<file path="config.mk">
export PLATFORM = sky130hd
export DESIGN_NAME = tpi_front
export DESIGN_NICKNAME = d
export VERILOG_FILES = /design/src/tpi_pkg.sv /design/src/tpi_front.sv
export SDC_FILE = /design/constraint.sdc
export NUM_CORES = 1
export LEC_CHECK = 0
export BUFFER_PORTS_ARGS = -buffer_cell sky130_fd_sc_hd__buf_2
export CORE_ASPECT_RATIO = 0.5
export CORE_MARGIN = 4
export CORE_UTILIZATION = 50
export DETAILED_ROUTE_END_ITERATION = 8
export MAX_ROUTING_LAYER = met4
export PLACE_DENSITY = 0.74
export SLEW_MARGIN = 40
export SYNTH_ARGS = -nofsm -noshare
export SYNTH_HDL_FRONTEND = slang
export SYNTH_SLANG_ARGS = --single-unit
</file>
<file path="constraint.sdc">
create_clock -name i_clk -period 2.1 [get_ports i_clk]
set_clock_uncertainty 0.2 [all_clocks]
set_input_delay 0.21 -clock i_clk [delete_from_list [all_inputs] [get_ports i_clk]]
set_output_delay 0.21 -clock i_clk [all_outputs]
set_load 0.005 [all_outputs]
</file>
<file path="src/tpi_pkg.sv">
// ----------------------------------------------------------------------------
// tpi_pkg
// Shared types, constants and the sine table of the turtle path interpreter.
// ----------------------------------------------------------------------------
`default_nettype none
package tpi_pkg;

    localparam int STACK_DEPTH_DEF = 64;
    localparam int CFG_IDX_W = 3;
    localparam int CFG_DATA_W = 32;
    localparam int OP_W = 4;

    localparam logic [CFG_IDX_W-1:0] REG_ORIGIN_X = 3'd0;
    localparam logic [CFG_IDX_W-1:0] REG_ORIGIN_Y = 3'd1;
    localparam logic [CFG_IDX_W-1:0] REG_TURN_STEP = 3'd2;
    localparam logic [CFG_IDX_W-1:0] REG_INIT_LEN = 3'd3;
    localparam logic [CFG_IDX_W-1:0] REG_COLOUR = 3'd4;

    localparam logic [OP_W-1:0] OP_NONE = 4'd0;
    localparam logic [OP_W-1:0] OP_DRAW = 4'd1;
    localparam logic [OP_W-1:0] OP_MOVE = 4'd2;
    localparam logic [OP_W-1:0] OP_LEFT = 4'd3;
    localparam logic [OP_W-1:0] OP_RIGHT = 4'd4;
    localparam logic [OP_W-1:0] OP_PUSH = 4'd5;
    localparam logic [OP_W-1:0] OP_POP = 4'd6;
    localparam logic [OP_W-1:0] OP_SHRINK = 4'd7;
    localparam logic [OP_W-1:0] OP_GROW = 4'd8;

    localparam logic [15:0] HEADING_UP = 16'd49152;
    localparam logic [23:0] LEN_MAX = 24'hFFFFFF;
    localparam logic [15:0] SHRINK_Q16 = 16'd58982;
    localparam logic [16:0] GROW_Q16 = 17'd72090;

    localparam logic [31:0] RST_TURN_STEP = 32'd8192;
    localparam logic [31:0] RST_INIT_LEN = 32'd2560;
    localparam logic [31:0] RST_COLOUR = 32'hFFFFFFFF;

    typedef struct packed {
        logic            start;
        logic [OP_W-1:0] op;
    } t_cmd;

    typedef struct packed {
        logic signed [31:0] origin_x;
        logic signed [31:0] origin_y;
        logic [15:0]        turn_step;
        logic [23:0]        initial_length;
        logic [31:0]        colour;
    } t_cfg;

    typedef logic [64:0][15:0] t_qsin;

    function automatic t_qsin build_qsin();
        longint unsigned s;
        longint unsigned c;
        longint unsigned ns;
        t_qsin t;
        s = 64'd0;
        c = 64'd1 << 30;
        t = '0;
        for (int k = 0; k < 64; k++) begin
            ns = (s * 64'd1073418433 + c * 64'd26350943 + (64'd1 << 29)) >> 30;
            if (k < 63) begin
                c = (c * 64'd1073418433 - s * 64'd26350943 + (64'd1 << 29)) >> 30;
            end
            s = ns;
            t[k+1] = 16'((s + (64'd1 << 15)) >> 16);
        end
        t[64] = 16'd16384;
        return t;
    endfunction

    localparam t_qsin QSIN = build_qsin();

endpackage
`default_nettype wire

</file>
<file path="src/tpi_front.sv">
// ----------------------------------------------------------------------------
// tpi_front
// Decodes incoming symbols into turtle commands and queues them.
// ----------------------------------------------------------------------------
`default_nettype none
module tpi_front (
    input  wire               i_clk,
    input  wire               i_rst_n,
    input  wire               i_valid,
    output logic              o_ready,
    input  wire [7:0]         i_symbol,
    input  wire               i_start,
    output logic              o_cmd_valid,
    input  wire               i_cmd_ready,
    output tpi_pkg::t_cmd     o_cmd
);
    localparam int QD = 4;
    localparam int QA = $clog2(QD);

    tpi_pkg::t_cmd r_q [QD];
    logic [QA-1:0] r_wp, r_rp;
    logic [QA:0]   r_cnt;
    tpi_pkg::t_cmd n_cmd;
    logic          w_push, w_pop;

    always_comb begin
        n_cmd.start = i_start;
        case (i_symbol)
            "F", "X", "A", "G", "Y": n_cmd.op = tpi_pkg::OP_DRAW;
            "f":                     n_cmd.op = tpi_pkg::OP_MOVE;
            "+":                     n_cmd.op = tpi_pkg::OP_LEFT;
            "-":                     n_cmd.op = tpi_pkg::OP_RIGHT;
            "[":                     n_cmd.op = tpi_pkg::OP_PUSH;
            "]":                     n_cmd.op = tpi_pkg::OP_POP;
            "!":                     n_cmd.op = tpi_pkg::OP_SHRINK;
            "?":                     n_cmd.op = tpi_pkg::OP_GROW;
            default:                 n_cmd.op = tpi_pkg::OP_NONE;
        endcase
    end

    assign o_ready     = (r_cnt != (QA+1)'(QD));
    assign o_cmd_valid = (r_cnt != '0);
    assign o_cmd       = r_q[r_rp];
    assign w_push      = i_valid && o_ready;
    assign w_pop       = o_cmd_valid && i_cmd_ready;

    always_ff @(posedge i_clk) begin
        if (w_push) begin
            r_q[r_wp] <= n_cmd;
        end
        if (!i_rst_n) begin
            r_wp  <= '0;
            r_rp  <= '0;
            r_cnt <= '0;
        end else begin
            if (w_push) begin
                r_wp <= r_wp + 1'b1;
            end
            if (w_pop) begin
                r_rp <= r_rp + 1'b1;
            end
            case ({w_push, w_pop})
                2'b10:   r_cnt <= r_cnt + 1'b1;
                2'b01:   r_cnt <= r_cnt - 1'b1;
                default: r_cnt <= r_cnt;
            endcase
        end
    end
endmodule
`default_nettype wire

</file>
==> results of run 1 <==
[per-stage QoR]
stage	hold WS (ns)	util, %	setup TNS, ns	worst slack (ns)
after floorplan	0.1089	-	-0.1460	-0.1460
after detailed placement	0.2540	60.14	-0.09892	-0.09892
after global placement	0.2271	60.14	-0.06724	-0.06724
final	0.07509	63.96	-0.04358	-0.04358
after CTS	0.06788	63.68	-0.04216	-0.04216
after global routing	0.1011	63.96	-0.1016	-0.1016
[worst max path at each step]
stage	endpoint	slack, ns	cells past startpoint	startpoint
after global routing	r_cnt[2]	-0.10	8	r_cnt[0]
final	r_cnt[2]	-0.04	8	r_cnt[0]
after CTS	r_cnt[2]	-0.04	8	r_cnt[1]
after global placement	r_cnt[2]	-0.07	8	r_cnt[0]
after detailed placement	r_cnt[2]	-0.1	8	r_cnt[0]
after floorplan	r_cnt[2]	-0.15	9	r_cnt[0]
[synthesized netlist by cell type]
| master | n |
|---|---|
| edfxtp_1 | 20 |
| nor2_1 | 10 |
| dfxtp_1 | 9 |
| inv_1 | 8 |
| ha_1 | 5 |
| mux4_2 | 5 |
| a21oi_1 | 4 |
| and3_1 | 4 |
| nand2_1 | 4 |
| xor2_1 | 4 |
| a21o_1 | 2 |
| buf_6 | 2 |
| clkbuf_1 | 2 |
| nand3_1 | 2 |
| nand4bb_1 | 2 |
| o32ai_1 | 2 |
| or3_1 | 2 |
| or3b_1 | 2 |
| xnor2_1 | 2 |
| a2111oi_0 | 1 |
| a221o_1 | 1 |
| a2bb2oi_1 | 1 |
| a31oi_1 | 1 |
| buf_1 | 1 |
| buf_2 | 1 |
| fa_1 | 1 |
| nand2b_1 | 1 |
| nand3b_1 | 1 |
| nand4b_1 | 1 |
| nor3b_1 | 1 |
| nor4b_1 | 1 |
| nor4bb_1 | 1 |
| o211a_1 | 1 |
| o21ai_0 | 1 |
| o221ai_2 | 1 |
| o311ai_1 | 1 |
| o31a_1 | 1 |
| or2_2 | 1 |
| or3b_2 | 1 |
| or4b_4 | 1 |
[report_power, final]
group	leakage [nW]	switching (mW)	internal, mW
clock	0.0430	0.194	0.222
sequential	0.270	0.0630	0.702
combinational	0.349	0.263	0.307
total	0.661	0.520	1.23
[cell type report]
type,instances,area [um2]
clock buffers,5,68.82
clock inverters,3,12.51
fillers,219,967.2
inverters,8,30.03
multi-input cells,69,631.9
flip-flops and latches,29,784.5
well taps,37,46.29
repair buffers,25,142.6
[state kept, by name, indices dropped and copies added, names as in the netlist, named ones only]
signal / flops
r_q: 20
r_wp: 2
r_cnt: 3
r_rp: 2
[layer usage]
metal / vias to the layer above / GRT usage, %
li1: 472 / -
met1: 464 / 19.48
met2: 26 / 23.51
met3: 4 / 4.821
met4: 0 / 5.769
met5: - / -
[worst max-delay path, delay by kind of cell (launching register included)]
kind                     cells  cell delay (ns)
flip-flops                   1             0.32
buffers and inverters        1             0.03
adder cells (fa/ha/maj)      2             0.45
AO/OA/AOI/OAI                1             0.11
XOR/XNOR                     1             0.15
AND/OR/NAND/NOR              3             0.81
[repair_timing]
action | in CTS | in global routing
endpoints found under the setup margin | 1 | 2
cloned | 0 | 0
hold buffers | 1 | 0
gates resized for setup | 2 | 2
endpoints found under the hold margin | 4 | 0
pin swaps | 5 | 2
[logic make-up after synthesis]
| logic type | count (synthesis) |
|---|---|
| mux | 5 |
| xor+xnor | 6 |
| buf+inv | 14 |
| fa+ha+maj | 6 |
| flops | 29 |
| compound gates | 17 |
| simple gates | 35 |
==> impl_metrics.json, run 1 <==
{
  "wl_per_cell_um": 14.42,
  "nets": 157,
  "post_cts_buffers": 0,
  "ant_nets": 0,
  "synth_cell_types": 40,
  "fin_area_um2": 1717,
  "grt_max_degree": 11,
  "crit_chain": "or3b_4 -> nand2_4 -> ha_4 -> inv_2 -> fa_2 -> xor2_1 -> or3_1 -> a21oi_2",
  "worst_hold_path_type": "input pin to register",
  "synth_adder_area_share_pct": 5.699,
  "total_power_mw": 1.750,
  "hold-path-endpoint": "r_cnt[0]",
  "cts_tree": "built",
  "clock-sinks": 29,
  "final_common_cell": "edfxtp_1",
  "overflow": 0,
  "ys_top_cells_by_area": "edfxtp_1, dfxtp_1, mux4_2, ha_1, nor2_1",
  "stdcell_count": 176,
  "max_slew_margin_pct": 53.12,
  "antenna_cells": 0,
  "r2r_start": "r_cnt[0]",
  "num_vias": 966,
  "place_area_um2": 1614,
  "synth.area.mux_share_pct": 7.772,
  "synth_top_area_share_pct": 41.45,
  "irDropWorstVdd_uv": 778.5,
  "routed_wl_um": 2538,
  "setup_viol": 1,
  "mostFrequentLayoutCells": "edfxtp_1, buf_2, nor2_1, inv_1, dfxtp_1",
  "root_buffer": "clkbuf_8",
  "dr.pass1.iters": 4,
  "io_buffers": 19,
  "timing.final.crit_period_ns": 2.144,
  "synthXorXnorAreaFrac_pct": 3.627,
  "fin_crit_sh_pct": 102.1,
  "met2WireLength_um": 1166,
  "p_per_area_nw_per_um2": 1020,
  "crit_arrival_ns": 2.15,
  "synth_compound_area_share_pct": 9.240,
  "grt_pass1_wl_um": 4236,
  "hold_violations": 0,
  "routed_via_density": 5.489,
  "cp-end-kind": "register",
  "syn2layout_area_growth_pct": 18.48,
  "cts_max_path_buffers": 2,
  "dr.max_layer_used": "met4",
  "netlist_area_um2": 1449,
  "worst_hold_startpoint": "i_rst_n",
  "ys_seq_elements": 29,
  "synth_area_leader_cell": "edfxtp_1",
  "grt_pass1_vias": 910,
  "timing.fmax_ghz": 0.4665,
  "clk_pin_slew_worst_paths_ns": 0.06,
  "dp.cells": 167,
  "synth_top_family_by_area": "simple AND/OR/NAND/NOR gates",
  "violations": "negative setup slack",
  "core_area_um2": 2684,
  "p_leak_nw": 0.6615,
  "htree_levels": 2,
  "maxCapViolations": 0,
  "reg2reg_depth": 8,
  "path_class": "register to register",
  "dieHeight_um": 46.07,
  "wirelength_met1_um": 1223,
  "cp.required_ns": 2.11,
  "drv_slew": 0,
  "antenna_found_initial": 0,
  "rows": 13,
  "yosysWarnings": 0,
  "drc_errors": 0,
  "cp_slowest_cell": "or3b_4",
  "dr_wl_met3_um": 126,
  "drt_iter0_markers": 62,
  "numCtsBuffers": 5,
  "start_kind": "register",
  "outcome": "complete, but fails checks",
  "worst-slew-pin-transition_ns": 0.6935,
  "r2r-end": "r_cnt[2]",
  "dp_hpwl_um": 1839,
  "crit_fanout": 2,
  "syn_inst": 112,
  "rrSetupSlack_ns": -0.04,
  "start_util_pct": 53.99,
  "ios": 20,
  "min_path_cells": 3,
  "gp_congestion": 0.8054,
  "fin_ws_ns": -0.04358,
  "die_width_um": 84.13,
  "cp_slowest_stage_delay_ns": 0.41,
  "yosys.area_share.simple_pct": 15.03,
  "die-area_um2": 3875,
  "clk_latency_ns": 0.27,
  "grtUsageTotal_pct": 15.33,
  "grt_setup_unrepaired": "true",
  "synth.avg_cell_area_um2": 12.94,
  "drive_above_1_share_pct": 35.25,
  "syn_nets": 131,
  "yosysSeqAreaShare_pct": 53.89
}
(Power assumes the default switching activity.)
==> inputs of run 2 (changes only) <==
Settings changed: BUFFER_PORTS_ARGS -buffer_cell sky130_fd_sc_hd__buf_2 to default, CORE_UTILIZATION 50 to 55, DONT_BUFFER_PORTS from default to 1, PLACE_DENSITY 0.74 to 0.73.
==> impl_metrics.json, run 2 (synthesized netlist as in run 1, its figures left out) <==
{
  "outcome": "complete, but fails checks",
  "violations": "negative setup slack",
  "grt_pass1_vias": 966,
  "final_common_cell": "edfxtp_1",
  "start_kind": "register",
  "io_buffers": 0,
  "hold_ws_ns": 0.06119,
  "drive_above_1_share_pct": 26.61,
  "drt_iter0_markers": 38,
  "antenna_cells": 0,
  "core_area_um2": 2357,
  "dr.pass1.iters": 4,
  "grt_max_degree": 11,
  "routed_via_density": 5.730,
  "largest_reg_flops": 20,
  "r2r_start": "r_cnt[1]",
  "cp_slowest_stage_delay_ns": 0.41,
  "p_leak_nw": 0.6292,
  "htree_levels": 2,
  "timing.fmax_ghz": 0.4580,
  "cts_max_path_buffers": 2,
  "max_slew_margin_pct": 58.23,
  "overflow": 0,
  "fin_ws_ns": -0.08350,
  "mostFrequentLayoutCells": "edfxtp_1, nor2_1, inv_1, dfxtp_1, buf_4",
  "clk_latency_ns": 0.27,
  "maxCapViolations": 0,
  "gp_congestion": 0.8402,
  "root_buffer": "clkbuf_8",
  "hold_violations": 0,
  "die_width_um": 80.59,
  "place_area_um2": 1516,
  "routed_wl_um": 2792,
  "antenna_found_initial": 0,
  "start_util_pct": 61.46,
  "timing.final.crit_period_ns": 2.183,
  "crit_arrival_ns": 2.19,
  "fin_area_um2": 1713,
  "rows": 12,
  "pre_cts_slack_ns": -0.1356,
  "grtUsageTotal_pct": 18.01,
  "cp-end-kind": "register",
  "numCtsBuffers": 5,
  "drc_errors": 0,
  "grt_pass1_wl_um": 4595,
  "top_register": "r_q",
  "cp.required_ns": 2.10,
  "wl_per_cell_um": 17.56,
  "nets": 142,
  "ant_nets": 0,
  "clk_pin_slew_worst_paths_ns": 0.06,
  "crit_fanout": 2,
  "drv_slew": 0,
  "finalSetupTns_ns": -0.08350,
  "post-route-util_pct": 72.66,
  "irDropWorstVdd_uv": 801.3,
  "worst-slew-pin-transition_ns": 0.6178,
  "p_per_area_nw_per_um2": 1141,
  "cts_tree": "built",
  "worst_hold_startpoint": "i_symbol[0]",
  "fillers": 153,
  "cp_slowest_cell": "or3b_4",
  "path_class": "register to register",
  "ios": 20,
  "dieHeight_um": 44.30,
  "clock-sinks": 29,
  "worst_hold_path_type": "input pin to register",
  "syn2layout_area_growth_pct": 18.22,
  "crit_chain": "or3b_4 -> nand2_4 -> ha_4 -> inv_2 -> fa_2 -> xor2_2 -> or3_1 -> a21oi_2",
  "startpoint": "r_cnt[1]",
  "setup_viol": 1,
  "grt_setup_unrepaired": "true",
  "fin_crit_sh_pct": 104.0,
  "die-area_um2": 3570,
  "num_vias": 911,
  "largest_registers": "r_q: 20 flops, r_cnt: 3 flops",
  "dp_hpwl_um": 2023
}
## run 2: changes by cell type in the layout (fill, tap and decap cells not counted), sizes merged
cell / delta
dlygate4sd3: +3
bufinv: +2
clkinv: -2
buf: -18
## run 2: timing repair
| item | 4_1_cts | 5_1_grt |
|---|---|---|
| setup endpoints to repair | 1 | 1 |
| hold buffers | 4 | 0 |
| setup buffers | 1 | 0 |
| endpoints found under the hold margin | 12 | 0 |
| pin swaps | 5 | 0 |
| gates resized for setup | 3 | 1 |
## run 2: power by group
group	internal (mW)	total [mW]	leakage, nW	switching, mW
Combinational	0.271	0.522	0.291	0.250
Clock	0.471	0.668	0.0681	0.197
Sequential	0.701	0.765	0.270	0.0632
Total	1.44	1.95	0.629	0.511
## run 2: worst max-delay path: cells and delay by family (launching register included)
kind,cells,cell delay (ns)
AND/OR/NAND/NOR,3,0.81
flip-flops,1,0.32
AO/OA/AOI/OAI,1,0.14
buffers and inverters,1,0.03
XOR/XNOR,1,0.15
adder cells (fa/ha/maj),2,0.46
## run 2: final timing paths
kind                to  slack (ns)  cells after the start
max           r_cnt[2]       -0.08                      8
min          r_q[0][2]        0.06                      1
max reg2reg   r_cnt[2]       -0.08                      8
min reg2reg   register        0.35                      2
## run 2: final cells by class
cell class | instances | area [um2] | area share [%]
timing repair buffer | 10 | 85.08 | 4.967
inverter | 8 | 30.03 | 1.753
multi-input combinational | 69 | 635.6 | 37.11
sequential | 29 | 784.5 | 45.80
clock inverter | 3 | 65.06 | 3.798
tap | 35 | 43.79 | 2.557
clock buffer | 5 | 68.82 | 4.018
## run 2: metrics by stage
stage	total power, mW	std cells
3_3_place_gp	1.210	146
5_1_grt	2.070	159
2_1_floorplan	1.140	112
6_report	1.954	159
3_5_place_dp	1.260	146
4_1_cts	1.968	159
## run 2: metal layers
metal,wire length [um],GRT usage [%],vias to the layer above
met2,1419,33.22,30
met3,188,5.894,0
met4,0,3.030,0
li1,-,-,442
met5,0,-,-
met1,1184,19.53,439
==> inputs of run 3 (changes only) <==
Settings changed: CORE_ASPECT_RATIO 0.5 to default, CORE_UTILIZATION 55 to 61, PLACE_DENSITY 0.73 to 0.77.
Clock period 2.1 ns to 2.2 ns, I/O delays scaled along.
==> impl_metrics.json, run 3 (synthesized netlist as in run 1, its figures left out) <==
{
  "drt_iter0_markers": 30,
  "htree_levels": 2,
  "reg2reg_depth": 8,
  "core_area_um2": 2233,
  "nets": 142,
  "antenna_found_initial": 0,
  "post-route-util_pct": 73.84,
  "io_buffers": 0,
  "start_kind": "register",
  "finalSetupTns_ns": 0,
  "mostFrequentLayoutCells": "edfxtp_1, nor2_1, inv_1, dfxtp_1, dlygate4sd3_1",
  "p_per_area_nw_per_um2": 967.3,
  "drive_above_1_share_pct": 22.58,
  "overflow": 0,
  "cp.required_ns": 2.25,
  "hold_violations": 0,
  "grt_pass1_vias": 947,
  "crit_fanout": 2,
  "cp-end-kind": "register",
  "final_common_cell": "edfxtp_1",
  "clk_latency_ns": 0.31,
  "outcome": "completed",
  "root_buffer": "clkbuf_4",
  "cts_tree": "built",
  "fin_crit_sh_pct": 98.33,
  "grt_pass1_wl_um": 4367,
  "cp_slowest_stage_delay_ns": 0.39,
  "fillers": 140,
  "die_width_um": 56.74,
  "worst-path-buf-inv": 1,
  "min_path_cells": 3,
  "grtUsageTotal_pct": 18.35,
  "cp_slowest_cell": "or3b_4",
  "crit_cells": 8,
  "drv_slew": 0,
  "grt_setup_unrepaired": "true",
  "die-area_um2": 3219,
  "syn2layout_area_growth_pct": 13.82,
  "path_class": "register to register",
  "rows": 17,
  "clock-sinks": 29,
  "ios": 20,
  "start_util_pct": 64.87,
  "dr.pass1.iters": 6,
  "crit_arrival_ns": 2.21,
  "p_leak_nw": 0.6036,
  "crit_chain": "or3b_4 -> nand2_4 -> ha_4 -> inv_2 -> fa_2 -> xor2_1 -> or3_1 -> a21oi_1",
  "stdcell_count": 152,
  "worst_hold_path_type": "input pin to register",
  "gp_congestion": 0.8033,
  "maxCapViolations": 0,
  "routed_wl_um": 2669,
  "timing.fmax_ghz": 0.4623,
  "top_register": "r_q",
  "dp.cells": 138,
  "timing.final.crit_period_ns": 2.163,
  "hold_ws_ns": 0.03751,
  "worst-slew-pin-transition_ns": 0.5156,
  "dp_hpwl_um": 1767,
  "largest_registers": "r_q: 20 flops, r_cnt: 3 flops",
  "critical_path.top_delay_family": "simple AND/OR/NAND/NOR gates",
  "irDropWorstVdd_uv": 798.7,
  "total_power_mw": 1.595,
  "clk_pin_slew_worst_paths_ns": 0.09,
  "numCtsBuffers": 5,
  "dieHeight_um": 56.74,
  "max_slew_margin_pct": 65.52,
  "wl_per_cell_um": 17.56,
  "largest_reg_flops": 20,
  "num_vias": 900,
  "routed_via_density": 5.921,
  "antenna_cells": 0,
  "drc_errors": 0,
  "grt_max_degree": 11,
  "post_cts_buffers": 0,
  "cts_max_path_buffers": 2,
  "setup_viol": 0,
  "ant_nets": 0
}
-- run 3: cell types whose count changed in the layout (fill, tap and decap cells not counted), moves of 2 or more --
cell	delta
buf_4	-2
clkbuf_8	-4
bufinv_16	-2
dlygate4sd3_1	+2
clkbuf_4	+5
-- run 3: worst reg2reg max path, stage by stage, from the launching register on --
cell and delay, ns:
dfxtp_2 0.34, or3b_4 0.39, nand2_4 0.07, ha_4 0.13
inv_2 0.04, fa_2 0.33, xor2_1 0.17, or3_1 0.30
a21oi_1 0.12
-- run 3: layout make-up --
class / instances / area, um2 / area share [%]
Tap cell: 28 / 35.03 / 2.124
Multi-Input combinational cell: 69 / 630.6 / 38.24
Clock buffer: 8 / 80.08 / 4.856
Timing Repair Buffer: 10 / 90.09 / 5.463
Sequential cell: 29 / 783.3 / 47.50
Inverter: 8 / 30.03 / 1.821
-- run 3: per-stage QoR --
stage	instance area (um2)	setup WS (ns)
floorplan	1474	-0.04602
global placement	1500	0.04355
detailed placement	1500	-0.02468
CTS	1643	0.01233
global route	1649	-0.04155
finish	1649	0.03669
-- run 3: timing repair --
item,in CTS,in global routing
pin swaps,3,1
endpoints found under the setup margin,1,1
hold endpoints to repair,18,0
gates resized for setup,1,0
hold buffers,6,0
-- run 3: final timing paths --
check	from	endpoint	slack (ns)
max reg2reg	r_cnt[2]	r_cnt[2]	0.04
max	r_cnt[2]	r_cnt[2]	0.04
min	i_cmd_ready	r_rp[1]	0.04
min reg2reg	r_rp[0]	r_rp[0]	0.37
-- run 3: layer usage --
metal	track usage (%)	vias to the layer above	share of wire, %
met5	-	-	0
met4	5.960	0	0.64
met3	5.517	2	5.3
met2	28.55	29	49
met1	23.05	426	45
li1	-	443	-
-- run 3: power breakdown --
part | total [mW] | internal [mW] | switching [mW] | leakage, nW
sequential | 0.727 | 0.666 | 0.0604 | 0.269
combinational | 0.466 | 0.246 | 0.220 | 0.291
clock | 0.402 | 0.226 | 0.176 | 0.0437
total | 1.60 | 1.14 | 0.457 | 0.604
